--- config.mk ---
export PLATFORM = sky130hd
export DESIGN_NAME = pqf_store
export DESIGN_NICKNAME = d
export VERILOG_FILES = /design/src/sv/pqf_pkg.sv /design/src/sv/pqf_store.sv
export SDC_FILE = /design/constraint.sdc
export NUM_CORES = 2
export LEC_CHECK = 0
export BUFFER_PORTS_ARGS = -buffer_cell sky130_fd_sc_hd__buf_2
export CAP_MARGIN = 40
export CORE_ASPECT_RATIO = 0.8
export CORE_MARGIN = 8
export CORE_UTILIZATION = 40
export CTS_CLUSTER_DIAMETER = 40
export DETAILED_ROUTE_END_ITERATION = 16
export PLACE_DENSITY_LB_ADDON = 0.2
export REMOVE_ABC_BUFFERS = 1
export SLEW_MARGIN = 10
export SYNTH_ARGS = -nofsm -noshare
export SYNTH_HDL_FRONTEND = slang
export SYNTH_SLANG_ARGS = --single-unit
--- constraint.sdc ---
create_clock -name aclk -period 17 [get_ports aclk]
set_input_delay 0.85 -clock aclk [delete_from_list [all_inputs] [get_ports aclk]]
set_output_delay 0.85 -clock aclk [all_outputs]
set_load 0.1 [all_outputs]
--- src/sv/pqf_pkg.sv ---
// ============================================================================
// pqf_pkg
// Types, sizes and codes shared by the priority queue modules.
// ============================================================================
`default_nettype none

package pqf_pkg;

    localparam int QUEUE_DEPTH = 64;
    localparam int IDX_W       = (QUEUE_DEPTH > 1) ? $clog2(QUEUE_DEPTH) : 1;
    localparam int CNT_W       = $clog2(QUEUE_DEPTH + 1);
    localparam int SEV_W       = 16;
    localparam int TAG_W       = 16;
    localparam int SEQ_W       = 32;

    typedef logic [IDX_W-1:0] idx_t;
    typedef logic [CNT_W-1:0] cnt_t;
    typedef logic [SEV_W-1:0] sev_t;
    typedef logic [TAG_W-1:0] tag_t;
    typedef logic [SEQ_W-1:0] seq_t;

    // operation codes
    localparam logic OP_INSERT  = 1'b0;
    localparam logic OP_EXTRACT = 1'b1;

    // result status codes
    localparam logic [1:0] STAT_INSERTED  = 2'd0;
    localparam logic [1:0] STAT_DROPPED   = 2'd1;
    localparam logic [1:0] STAT_EXTRACTED = 2'd2;
    localparam logic [1:0] STAT_EMPTY     = 2'd3;

    typedef struct packed {
        logic op;
        sev_t severity;
        tag_t tag;
    } in_item_t;

    typedef struct packed {
        logic [1:0] status;
        tag_t       out_tag;
        sev_t       out_severity;
    } out_item_t;

    // one stored entry: severity, tag and arrival sequence
    typedef struct packed {
        sev_t severity;
        tag_t tag;
        seq_t seq;
    } entry_t;

endpackage

`default_nettype wire

--- src/sv/pqf_store.sv ---
// ============================================================================
// pqf_store
// Entry memory: one write port, one read port with registered read data.
// ============================================================================
`default_nettype none

module pqf_store (
    input  wire logic            aclk,
    input  wire logic            wr_en,
    input  wire pqf_pkg::idx_t   wr_addr,
    input  wire pqf_pkg::entry_t wr_data,
    input  wire pqf_pkg::idx_t   rd_addr,
    output pqf_pkg::entry_t      rd_data
);

    pqf_pkg::entry_t mem [pqf_pkg::QUEUE_DEPTH];

    always_ff @(posedge aclk) begin
        if (wr_en) begin
            mem[wr_addr] <= wr_data;
        end
        rd_data <= mem[rd_addr];
    end

endmodule

`default_nettype wire

======== Yosys cells after proc, flatten, opt, wreduce, memory -nomap -nowiden ========
Memory sizes are Yosys's and may differ from the RTL's. A register that Yosys moved wholly into a read port is not among the register bits.
Cells that the tools add are included.
storage, ports and cells
  memories kept ........................... 1
  output and inout port bits .............. 64
  word-level logic and storage cells ...... 3
  bits in registers ....................... 0
  RAM bits ................................ 4096
  input port bits ......................... 78
operators by class
  muxes and demuxes ....................... 2
memories
  memory  words  width  rd ports  clocked after Yosys merged registers in  wr ports  RTL line         RTL
  mem     64     64     1         1                                        1         pqf_store.sv:16  pqf_pkg::entry_t mem [pqf_pkg::QUEUE_DEPTH];
operators by type and width
  operator  count
  $mux 1    2

======== Longest topological paths before layout ========
  depth after elaboration ................. 2
  mapped depth ............................ 9
  gate-level depth less buffers ........... 5

======== Worst setup path before layout ========
Ideal clock, no wire load.
  path type ............................... input -> register
  from .................................... input wr_addr[3]
  to ...................................... memory mem[48][0] (netlist name) (enable)
  buffers on the path ..................... 1
  stages on the path ...................... 4
  data required time ...................... 16436 ps
  setup time .............................. 564 ps
  arrival ................................. 5722 ps
  slack ................................... 10714 ps
  path through ............................ clkbuf_1 > nor2b_1 > nand4b_1 > nor3_1
RTL lines
  what             RTL line         RTL
  start, declared  pqf_store.sv:10  input wire pqf_pkg::idx_t wr_addr,
  end, declared    pqf_store.sv:16
No word-level cell before the write port.

==> flow_summary_export.csv <==
group,metric,value,unit
drt,drt-met1-wl,193000,um
clock_network,clkLatencyLatePin,1.00,ns
drt,wl_met3,43100,um
flow_run,maxCapViolations,0,
grt,global_route_wire_length_before_repair,634000,um
die,die-area,411000,um^2
layout,layout_common_cells,"4096 x edfxtp_1, 1024 x mux4_2, 473 x clkbuf_16, 209 x buf_4, 168 x a22oi_1",
layout,final_net_count,7291,
grt,grt_overflow_total,0,
drt,route.final.wire_length,462000,um
sta,layout_worst_path_cycle_share,25.9,%
clock_network,cts_hold_buf,0,
power,vdd_drop_max,0.0000951,V
layout,final_core_density,47.1,%
yosys,synth.distinct_cells,33,
power,lkg_pwr,57.5,nW
setup_path,reg2regPathDepth,4,
sta,timing.max_slew.rel_slack,33.5,%
grt,grt_util_all_layers,22.0,%
sta,slew_worst_pin,0.997,ns
setup_path,critical_path.slowest_cell,"buf_4",
layout,area.sequential,124000,um^2
layout,area_growth,17.4,%
layout,mostFrequentLayoutCell,"edfxtp_1",
sta,finalSetupTns,0,ns
drt,dr_wl_cell,36.0,um
yosys,synthesis_stage_register_bit_count,4160,
yosys,synth-adder-area-share,0,%
sta,setup_repair_after_global_routing_missed_its_margin,"false",
setup_path,crit_fanout,71,
clock_network,clk_pin_slew,0.06,ns
drt,detail_route.vias_per_cell,6.01,
setup_path,r2r-end,"rd_data[43]",
clock_network,cts-resized-gates,0,
setup_path,worstSetupEndpointType,"register",
yosys,synth-main-ff-cell,"edfxtp_1",
grt,grt_antenna_before_repair,60,
yosys,combinational_family_with_the_most_area_after_synthesis,"multiplexers",
setup_path,critical-path-max-stage-delay,0.64,ns
drt,met2WireLength,214000,um
setup_path,crit_path_frequent_cell,"buf_4",
power,power_density,125,nW/um^2
grt,first_global_vias,76600,
setup_path,cpLargestDelayFamily,"buffers and inverters",
clock_network,tritoncts_clock_tree,"yes",
setup_path,cp.arrival,5.31,ns
yosys,synth_seq_area_share,79.5,%
clock_network,cts.root.buffer_cell,"clkbuf_16",
sta,final_period_minus_worst_setup_slack,4.40,ns
hold_path,timing.hold.worst_endpoint,"mem[63][0]",
die,floorplan.core_area,389000,um^2
layout,multiInputGateArea,30800,um^2
yosys,netlist_instances,6598,
yosys,post_syn_area_per_cell,23.7,um^2
drt,post-route-drc-count,0,
yosys,share_of_synthesized_area_spent_on_multiplexers,15.6,%
setup_path,timing.critical_path.cells,"buf_12 > buf_4 > buf_4 > buf_4 > buf_4 > buf_16 > mux4_2 > nor2b_1 > a211oi_1 > o22ai_1 > and3_1",
setup_path,cp_num_buf_inv,6,
drt,highest_metal_layer_with_signal_wires,"met5",
clock_network,postCtsSetupBuffers,0,
die,die_x,715,um
sta,report.final.slew_viol_count,0,
clock_network,numCtsBuffers,469,
yosys,synth-warning-count,0,
yosys,synthXorXnorAreaFrac,0,%
placed_design,place.detailed.hpwl,252000,um
yosys,async_reset_ff_share,0,%
sta,timing.final.setup_violations,0,
sta,max_freq,227,MHz
clock_network,cts.path.max_buffers,4,
setup_path,timing.setup.critical_path_class,"primary input to register",
die,die-height,575,um
yosys,compound_cell_area_share_of_the_yosys_netlist,2.48,%
hold_path,timing.hold.worst.start,"wr_data[0]",
setup_path,timing.critical_path.required,17.90,ns
outcome,run_status,"finished, final reports clean",
sta,finalHoldViolations,0,
drt,detailedRoute.firstPassIterationCount,5,
placed_design,gp_routability_congestion,0.733,
setup_path,path_depth,11,
layout,post_route_cells_drive_above_1_share,31.3,%
die,ios,142,
die,initial_core_utilization,40.2,%
yosys,post-synth-top-area-fraction,78.7,%
clock_network,clock_sink_count,4160,
hold_path,timing.hold.worst_path_depth,1,
sta,hold_ws,0.0990,ns
hold_path,holdCritPathClass,"primary input to register",
setup_path,r2r_slack,14.81,ns
clock_network,clock_tree.htree_level_count,5,
yosys,mappedNetlistArea,156000,um^2
grt,grt_max_degree,113,
layout,layout.filler_cells,31700,
yosys,synthTopCellsByArea,"edfxtp_1 79%, mux4_2 15%, mux2i_1 0.86%",
die,rows,205,
sta,final.setup_skew,0.0841,ns
setup_path,cp-start-kind,"primary input",
drt,detailroute.via_count,77000,
placed_design,buffer_ports.inserted,141,
yosys,post_synth_and_or_nand_nor_area_fraction,1.24,%
yosys,yosys.area.top_type,"edfxtp_1",
yosys,number_of_enable_flip_flop_cells_after_synthesis,4096,
drt,drtIter0Drc,11300,
setup_path,crit-reg2reg-launch,"mem[34][43]",
drt,postRouteAntennaNets,0,
==> routing by layer <==
metal,global-route usage (%),up-vias
met3,4.29,741
met1,32.2,42400
met5,0,-
met2,34.2,3985
li1,-,29900
met4,5.17,16
==> per-stage QoR <==
step	instances	instance area (um^2)	worst slack, ns	power, W
3_5_place_dp	11900	167000	11.30	0.0128
3_3_place_gp	11800	164000	10.64	0.0127
4_1_cts	12800	183000	12.43	0.0230
2_1_floorplan	6228	155000	10.85	0.0122
5_1_grt	12800	184000	12.28	0.0235
6_report	12800	184000	12.60	0.0229
==> cells by family (layout without fill, tap and decap cells) <==
family	count (synthesis)	in the layout
muxes	1159	1159
other	0	13
AOI/OAI and AO/OA	504	504
and+or+nand+nor	386	386
DFF	4160	4160
buffers and inverters	389	1415
==> Yosys cell counts, types with 29 or more instances <==
cell type  instances
o22ai_1           83
nor2_1           112
buf_2            170
a22oi_1          168
a22o_1            88
and3_1            64
or3_1             29
mux4_2          1024
dfxtp_1           64
nand2_1           58
buf_4             34
o221ai_1          38
clkbuf_1         140
a211oi_1          63
mux2i_1          135
edfxtp_1        4096
nand3_1           45
==> state kept, by name, indices dropped and copies added (netlist names) <==
name     cells
mem       4096
rd_data     64
==> worst reg2reg max path: stages, from the launching register on <==
cell and delay (ns):
edfxtp_1 0.38, mux4_2 0.45, or3_1 0.32, a41oi_1 0.74
a211oi_1 0.15
==> how the worst max path moves through the flow <==
stage	to	from
2_1_floorplan	mem[48][0]	wr_addr[4]
3_3_place_gp	rd_data[12]	rd_addr[0]
3_5_place_dp	rd_data[26]	rd_addr[1]
4_1_cts	rd_data[10]	rd_addr[1]
5_1_grt	rd_data[10]	rd_addr[0]
6_report	rd_data[10]	rd_addr[0]
==> layout make-up <==
cell class	count	area share (%)
clock inverters	322	2.01
well taps	5175	3.53
flip-flops and latches	4160	67.7
diodes	13	0.0177
multi-input cells	2049	16.8
repair buffers	514	3.25
clock buffers	560	6.69
inverters	19	0.0389
==> where the power goes <==
part           internal (W)  total [W]  switching, W
clock network       0.00601     0.0103       0.00429
registers            0.0114     0.0114     0.0000371
logic              0.000397    0.00118      0.000780
total                0.0178     0.0229       0.00510
(Power assumes the default switching activity.)
