--- src/sv/pqf_pkg.sv ---
// ============================================================================
// pqf_pkg
// Types, sizes and codes shared by the priority queue modules.
// ============================================================================
`default_nettype none

package pqf_pkg;

    localparam int QUEUE_DEPTH = 64;
    localparam int IDX_W       = (QUEUE_DEPTH > 1) ? $clog2(QUEUE_DEPTH) : 1;
    localparam int CNT_W       = $clog2(QUEUE_DEPTH + 1);
    localparam int SEV_W       = 16;
    localparam int TAG_W       = 16;
    localparam int SEQ_W       = 32;

    typedef logic [IDX_W-1:0] idx_t;
    typedef logic [CNT_W-1:0] cnt_t;
    typedef logic [SEV_W-1:0] sev_t;
    typedef logic [TAG_W-1:0] tag_t;
    typedef logic [SEQ_W-1:0] seq_t;

    // operation codes
    localparam logic OP_INSERT  = 1'b0;
    localparam logic OP_EXTRACT = 1'b1;

    // result status codes
    localparam logic [1:0] STAT_INSERTED  = 2'd0;
    localparam logic [1:0] STAT_DROPPED   = 2'd1;
    localparam logic [1:0] STAT_EXTRACTED = 2'd2;
    localparam logic [1:0] STAT_EMPTY     = 2'd3;

    typedef struct packed {
        logic op;
        sev_t severity;
        tag_t tag;
    } in_item_t;

    typedef struct packed {
        logic [1:0] status;
        tag_t       out_tag;
        sev_t       out_severity;
    } out_item_t;

    // one stored entry: severity, tag and arrival sequence
    typedef struct packed {
        sev_t severity;
        tag_t tag;
        seq_t seq;
    } entry_t;

endpackage

`default_nettype wire

--- src/sv/pqf_cmp.sv ---
// ============================================================================
// pqf_cmp
// Ordering unit: is the candidate entry ahead of the current best?
// ============================================================================
`default_nettype none

module pqf_cmp (
    input  wire pqf_pkg::entry_t cand,
    input  wire pqf_pkg::entry_t best,
    input  wire pqf_pkg::seq_t   arrival,
    output logic                 cand_first
);

    pqf_pkg::seq_t cand_age;
    pqf_pkg::seq_t best_age;

    // age is taken modulo the sequence width; older wins a severity tie
    assign cand_age = arrival - cand.seq;
    assign best_age = arrival - best.seq;

    always_comb begin
        if (cand.severity != best.severity) begin
            cand_first = cand.severity > best.severity;
        end else begin
            cand_first = cand_age > best_age;
        end
    end

endmodule

`default_nettype wire

--- config.mk ---
export PLATFORM = sky130hd
export DESIGN_NAME = pqf_cmp
export DESIGN_NICKNAME = d
export VERILOG_FILES = /design/src/sv/pqf_pkg.sv /design/src/sv/pqf_cmp.sv
export SDC_FILE = /design/constraint.sdc
export NUM_CORES = 1
export LEC_CHECK = 0
export ABC_AREA = 1
export ABC_CLOCK_PERIOD_IN_PS = 4000
export BUFFER_PORTS_ARGS = -buffer_cell sky130_fd_sc_hd__buf_2
export CAP_MARGIN = 20
export CORE_MARGIN = 8
export CORE_UTILIZATION = 25
export DETAILED_ROUTE_END_ITERATION = 12
export GPL_TIMING_DRIVEN = 0
export PLACE_DENSITY = 0.5
export RECOVER_POWER = 25
export SETUP_SLACK_MARGIN = 0.1
export SLEW_MARGIN = 15
export SYNTH_ARGS = -nofsm -noshare
export SYNTH_HDL_FRONTEND = slang
export SYNTH_SLANG_ARGS = --single-unit
--- constraint.sdc ---
create_clock -name vclk -period 4
set_input_delay 0.6 -clock vclk [all_inputs]
set_output_delay 0.6 -clock vclk [all_outputs]
set_load 0.005 [all_outputs]
[Word-level counts from Yosys, hierarchy flattened]
Index checks and enable logic that the tools add are counted.
Operators by class
  $mul: 0
  muxes and demuxes: 1
  div/mod/pow operators: 0
  shift operators: 0
  bitwise gates (word level): 0
  order comparisons: 2
  equal/unequal tests: 1
  reduce and logical (&&, ||, !) cells: 0
  add/subtract/negate cells: 2
Operators by type and width (number)
  32-bit subtractor: 2
  32-bit greater-than comparator: 1
  16-bit greater-than comparator: 1
  16-bit != test: 1
  1-bit two-way mux: 1
Storage, ports and cells
  memories kept: 0
  logic and storage cells: 6
  output and inout bits: 1
  latch bits: 0
  register bits: 0
  RAM bits: 0
  memory bits (read-only): 0
  input bits: 160

[Longest topological paths before layout]
Gate-level depths: netlist of run 1.
  depth after elaboration: 3
  mapped depth: 25
  gate-level depth less buffers: 25

[Worst setup path before layout of run 1]
No wires, ideal clock.
  kind: input to output
  start point: input arrival[0]
  end point: output cand_first
  required time: 3.400 ns
  path slack: 0.566 ns
  cell stages on the path: 23
  buffers on the path: 0
  arrival: 2.834 ns
  cells stage by stage: inv_1 -> ha_1 -> inv_1 -> fa_1 -> nand3_1 -> nand2_1 -> nand3_1 -> nand2_1 -> nand2_1 -> nand2_2 -> nand2_1 -> nand2_1 -> nand2_1 -> nand2_1 -> ha_1 -> nand2_1 -> nor2_1 -> nand2_1 -> nor4_1 -> nand2_1 -> nand2_1 -> nand2_1 -> nand2_1
Between the ends
  word-level cells in the longest chain between the ends: 3
  elaborated cells on any way between the ends: 4
  those cells by class: 2 x add/sub; 1 x order compare; 1 x mux
Ends and longest elaborated chain
  start: declaration: RTL line pqf_cmp.sv:10  | input wire pqf_pkg::seq_t arrival,
  32-bit subtractor (on tied branches): RTL line pqf_cmp.sv:18, pqf_cmp.sv:19
  32-bit greater-than comparator *: RTL line pqf_cmp.sv:25  | cand_first = cand_age > best_age;
  1-bit two-way mux *: RTL line pqf_cmp.sv:22  | if (cand.severity != best.severity) begin
  end: declaration: RTL line pqf_cmp.sv:11  | output logic cand_first
Mark *: on every way between the ends. The rest lies on a longest branch, timed or not.

[Final worst setup path of run 1]
  start point: input arrival[7]
  end point: output cand_first
Same word-level chain as after synthesis.

==> results.toml, run 1 <==
[outcome]
run_status = "finished, final reports clean"

[logic_synthesis]
yosysTopAreaCellShare_pct = 23.9
syn_inst = 1108
ys_top_cells_by_area = "ha_1, nand2_1, inv_1"
synth-warning-count = 0
netlist_area_mm2 = 0.00577
synth_nets = 1380
syn_avg_cell_area_um2 = 5.21
synth_cell_types = 23
yosysTopAreaCell = "ha_1"
seq_area_frac_synth_pct = 0

[floorplan]
die_h_um = 168
rows = 55
die_width_um = 168
core_area_mm2 = 0.0226
dieArea_mm2 = 0.0282
initial_core_util_pct = 25.5
io-pin-count = 161

[critical_path]
setup.worst_path.class = "in -> out"
path_max_fanout = 4
cp-start-kind = "input pin"
worstPathRequired_ns = 3.40
critPathCaptureType = "output port"
worst_ep_arrival_time_ns = 3.24

[power]
leakage_uw = 0.00464
vdd_ir_drop_max_mv = 0.0440
powerDensity_mw_per_mm2 = 170

[grt]
grt_pass1_wl_um = 34000
grt_max_degree = 8
grt_pass1_vias = 7208
antenna_found_initial = 0
grtUsageTotal_pct = 14.7
grt-ovfl-total = 0

[finish]
nClkBuffers = 0
final-seq-area_um2 = 0
syn_to_final_growth_pct = 50.7
fin_cells = 1561
nets = 1550
n_antenna_cell = 0
seq_cells = 0
utilization_pct = 38.4
drive_gt1_share_pct = 35.7
fill_cells = 2442

[sta]
final.period_utilization_pct = 96.0
rsz0062_at_grt = "true"
tightest_slew_ns = 0.312
finalSetupViolations = 0
fmax_mhz = 261
maxSlewHeadroom_pct = 79.0
drv_slew = 0
fin_crit_ns = 3.84
hold_viol_final = 0

[clocking]
cts_hold_buf = 0

[drt]
drcViolationCount = 0
drtPass1Iterations = 5
vias_per_cell = 4.69
ant_nets = 0
dr.first_iter.drc_count = 283
finalWirelength_um = 22700
wl_per_cell_um = 14.5
vias = 7328

[placed_design]
dp_hpwl_um = 19400
port_buffers = 129
gp_congestion = 0.892
dp.cells = 1522

[run]
max_cap_violations = 0

[hold_path]
hold_path.class = "in -> out"
-- cells by family after synthesis --
group	after synthesis	share of synthesized area (%)
AOI/OAI and AO/OA	148	13.3
xor gates and xnor gates	30	4.55
adders and majority gates	112	24.5
buffers and inverters	236	15.4
and+or+nand+nor	582	42.2
-- layer usage --
layer / global-route usage, % / up-vias / wire length, um
met5: 0 / - / 0
met4: 2.14 / 0 / 396
met3: 1.26 / 24 / 883
met2: 27.4 / 147 / 11300
met1: 18.2 / 3315 / 10100
li1: - / 3842 / -
-- path summary, 6_finish.rpt --
kind / from / depth (start not counted) / to / slack, ns
max: arrival[7] / 22 / cand_first / 0.16
min: cand[63] / 9 / cand_first / 1.83
-- cells in the mapped netlist --
cell,n
nand2_1,361
nor2_2,6
xnor2_1,14
nand2_2,17
nor4_1,3
nor3_2,4
xor2_1,16
o21a_1,2
inv_2,2
fa_1,2
a21oi_1,88
o21ai_0,47
ha_1,110
nor3_4,1
nor2_1,98
inv_1,234
o21ai_1,2
nand4_1,22
nand3_1,53
nor3_1,14
o21bai_1,6
a21o_1,3
nand3b_1,3
-- layout make-up --
cell class                      count  area (um2)  area share, %
Tap cell                          285         357           4.10
Multi-Input combinational cell    872        6460           74.3
Inverter                          236         898           10.3
Timing Repair Buffer              168         982           11.3
-- repair_timing --
item | in CTS | in global routing
setup buffers | 15 | 24
pin swaps | 21 | 78
endpoints found under the setup margin | 1 | 1
gates resized for setup | 111 | 265
-- placed cells by master, fill, tap and decap left out, drive strengths merged --
cell type  count
nand2        378
nor3          19
a21oi         88
clkbuf         5
buf          163
nand3         53
o21a           2
a21o           3
nand3b         3
o21ai         49
o21bai         6
xor2          16
nand4         22
fa             2
nor4           3
xnor2         14
nor2         104
inv          236
ha           110
-- critical path, stage by stage --
cell	delay (ns)
buf_2	0.14
ha_2	0.41
nand2_2	0.12
nor2_1	0.24
nor2_2	0.10
nand2_4	0.09
nand2_2	0.05
nand2_2	0.10
nand2_4	0.06
nand3_1	0.10
nand2_2	0.08
ha_4	0.26
nand2_2	0.05
nor2_4	0.09
nand2_2	0.09
nor2_1	0.12
nand4_1	0.18
nand2_1	0.10
inv_1	0.04
nand2_1	0.05
nand2_1	0.05
buf_2	0.12
-- where the power goes --
part	switching, uW	leakage, uW	internal, uW	total (uW)
Sequential	0	0	0	0
Combinational	855	0.00464	625	1480
Clock	0	0	0	0
Total	855	0.00464	625	1480
-- per-stage QoR --
step	cell area, um2	worst slack, ns	power, uW	setup TNS [ns]	hold WS, ns
after floorplan	5770	0.566	773	0	1.60
after global placement	6770	-0.223	1070	-0.223	1.83
after detailed placement	6770	-0.241	1080	-0.241	1.84
after CTS	7340	0.101	1190	0	1.83
after global routing	8690	-0.0186	1660	-0.0186	1.92
final	8690	0.162	1480	0	1.83
No activity file was read; power rests on OpenSTA's default activity.
==> run 2: changes to the inputs <==
--- a/config.mk
+++ b/config.mk
@@ -6,7 +6,7 @@
 export NUM_CORES = 1
 export LEC_CHECK = 0
 export ABC_AREA = 1
-export ABC_CLOCK_PERIOD_IN_PS = 4000
+export ABC_CLOCK_PERIOD_IN_PS = 4300
 export BUFFER_PORTS_ARGS = -buffer_cell sky130_fd_sc_hd__buf_2
 export CAP_MARGIN = 20
 export CORE_MARGIN = 8
==> constraint.sdc (replaced) <==
create_clock -name vclk -period 4.3
set_input_delay 0.645 -clock vclk [all_inputs]
set_output_delay 0.645 -clock vclk [all_outputs]
set_load 0.005 [all_outputs]
==> run 2 against run 1 <==
Compared with the run above:
- worst hold slack improved by 0.090 ns
- global-route usage down 0.33 points
- combinational power shrank 23%
- critical path depth is 4 higher
- first-iteration DRC count down 12%
- sequential share of layout area unchanged
- routed wire length down 4.8%
- critical endpoint unchanged
- largest power group unchanged
==> results.toml, run 2 (synthesis gave the netlist of run 1 again) <==
[outcome]
run_status = "finished, final reports clean"

[finish]
layout_common_cells = "nand2_1, inv_1, buf_2"
n_antenna_cell = 0
final_common_cell = "nand2_1"
multiInputGateArea_mm2 = 0.00559
final-seq-area_um2 = 0
fill_cells = 2575
seq_cells = 0
drive_gt1_share_pct = 23.9
nClkBuffers = 0
syn_to_final_growth_pct = 30.8
fin_cells = 1531
nets = 1520

[critical_path]
setup.worst_path.class = "in -> out"
worstPathRequired_ns = 3.65
critPathCaptureType = "output port"
cp-start-kind = "input pin"
worst_ep_arrival_time_ns = 3.48
path_max_fanout = 4

[sta]
finalSetupViolations = 0
maxSlewHeadroom_pct = 72.7
final.period_utilization_pct = 95.8
rsz0062_at_grt = "false"
fmax_mhz = 243
setup_ws_ns = 0.179
drv_slew = 0
fin_crit_ns = 4.12
hold_viol_final = 0
tightest_slew_ns = 0.406

[hold_path]
hold_depth = 9
hold_path.class = "in -> out"
hold_start = "cand[63]"
min_to = "cand_first"

[floorplan]
core_area_mm2 = 0.0226
initial_core_util_pct = 25.5
die_width_um = 168
rows = 55
die_h_um = 168
io-pin-count = 161
dieArea_mm2 = 0.0282

[drt]
vias = 7080
drcViolationCount = 0
vias_per_cell = 4.62
drtPass1Iterations = 5
ant_nets = 0
dr.first_iter.drc_count = 250
finalWirelength_um = 21600
wl_per_cell_um = 14.1

[power]
leakage_uw = 0.00434
vdd_ir_drop_max_mv = 0.0350
powerDensity_mw_per_mm2 = 151
power_uw = 1140

[clocking]
cts_hold_buf = 0

[grt]
use_met3_pct = 1.17
top_usage_layer = "met2"
grt_max_degree = 8
grtUsageMet2_pct = 26.8
grt_pass1_vias = 6979
met1_usage_pct = 18.1
grt_pass1_wl_um = 33200
grtUsageTotal_pct = 14.3
grt-ovfl-total = 0
antenna_found_initial = 0

[placed_design]
dp_slack_ns = -0.0313
gp_congestion = 0.892
dp_hpwl_um = 19400
dp.cells = 1522
port_buffers = 129

[run]
max_cap_violations = 0
==> run 2: cell count changes in the layout (fill, tap and decap cells not counted), moves of 12 or more <==
cell | previous run | this run
buf_4 | 39 | 9
ha_1 | 51 | 72
ha_2 | 1 | 19
ha_4 | 58 | 19
inv_1 | 216 | 231
inv_2 | 16 | 4
nand2_1 | 284 | 327
nand2_2 | 67 | 37
nand2_4 | 26 | 14
nor2_1 | 60 | 83
nor2_2 | 34 | 16
==> run 2: cell type report <==
type                            instances  share of cell area [%]
Inverter                              236                    11.8
Multi-Input combinational cell        872                    74.1
Tap cell                              285                    4.73
Timing Repair Buffer                  138                    9.45
==> run 2: worst max-delay path by stage <==
stage | start | end | slack [ns] | depth (start not counted)
floorplan | arrival[0] | cand_first | 0.78 | 23
global placement | arrival[0] | cand_first | -0.01 | 26
detailed placement | arrival[0] | cand_first | -0.03 | 26
CTS | cand[2] | cand_first | 0.10 | 24
global route | best[8] | cand_first | 0.03 | 24
finish | arrival[0] | cand_first | 0.18 | 26
==> run 2: stage by stage <==
step                area [um2]  hold slack [ns]  util, %  setup TNS [ns]
finish                    7550             1.91     33.3               0
global route              7550             2.01     33.3               0
CTS                       6800             1.93     30.0               0
detailed placement        6770             1.93     29.9         -0.0313
global placement          6770             1.92     29.9         -0.0133
floorplan                 5770             1.69        -               0
==> run 2: repair_timing <==
action,in CTS,in global routing
gates resized for setup,6,167
buffers inserted,1,8
hold endpoints to repair,0,0
pin swaps,1,20
endpoints found under the setup margin,1,1
==> run 2: where the power goes <==
part / switching (uW) / total (uW) / internal, uW
clock network: 0 / 0 / 0
registers: 0 / 0 / 0
logic: 694 / 1140 / 446
total: 694 / 1140 / 446
==> run 2: worst max-delay path, cell delays in order <==
cell     delay, ns
buf_2         0.11
inv_4         0.07
ha_4          0.12
inv_2         0.05
fa_2          0.41
nand3_2       0.10
nand2_4       0.09
nand3_4       0.11
nand2_4       0.06
nand2_2       0.07
nand2_2       0.08
nand2_2       0.09
nand2_1       0.05
nand2_1       0.05
nand2_1       0.05
ha_1          0.26
nand2_1       0.06
nor2_1        0.16
nand2_2       0.10
nor2_1        0.13
nand4_1       0.20
nand2_1       0.12
inv_1         0.04
nand2_1       0.05
nand2_1       0.05
buf_2         0.12
==> run 2: routing by layer <==
layer | part of all wire [%] | vias to the layer above | wire length, um
met2 | 49 | 146 | 10700
met3 | 4.9 | 18 | 1050
met5 | 0 | - | 0
met1 | 44 | 3130 | 9540
li1 | - | 3786 | -
met4 | 1.6 | 0 | 336
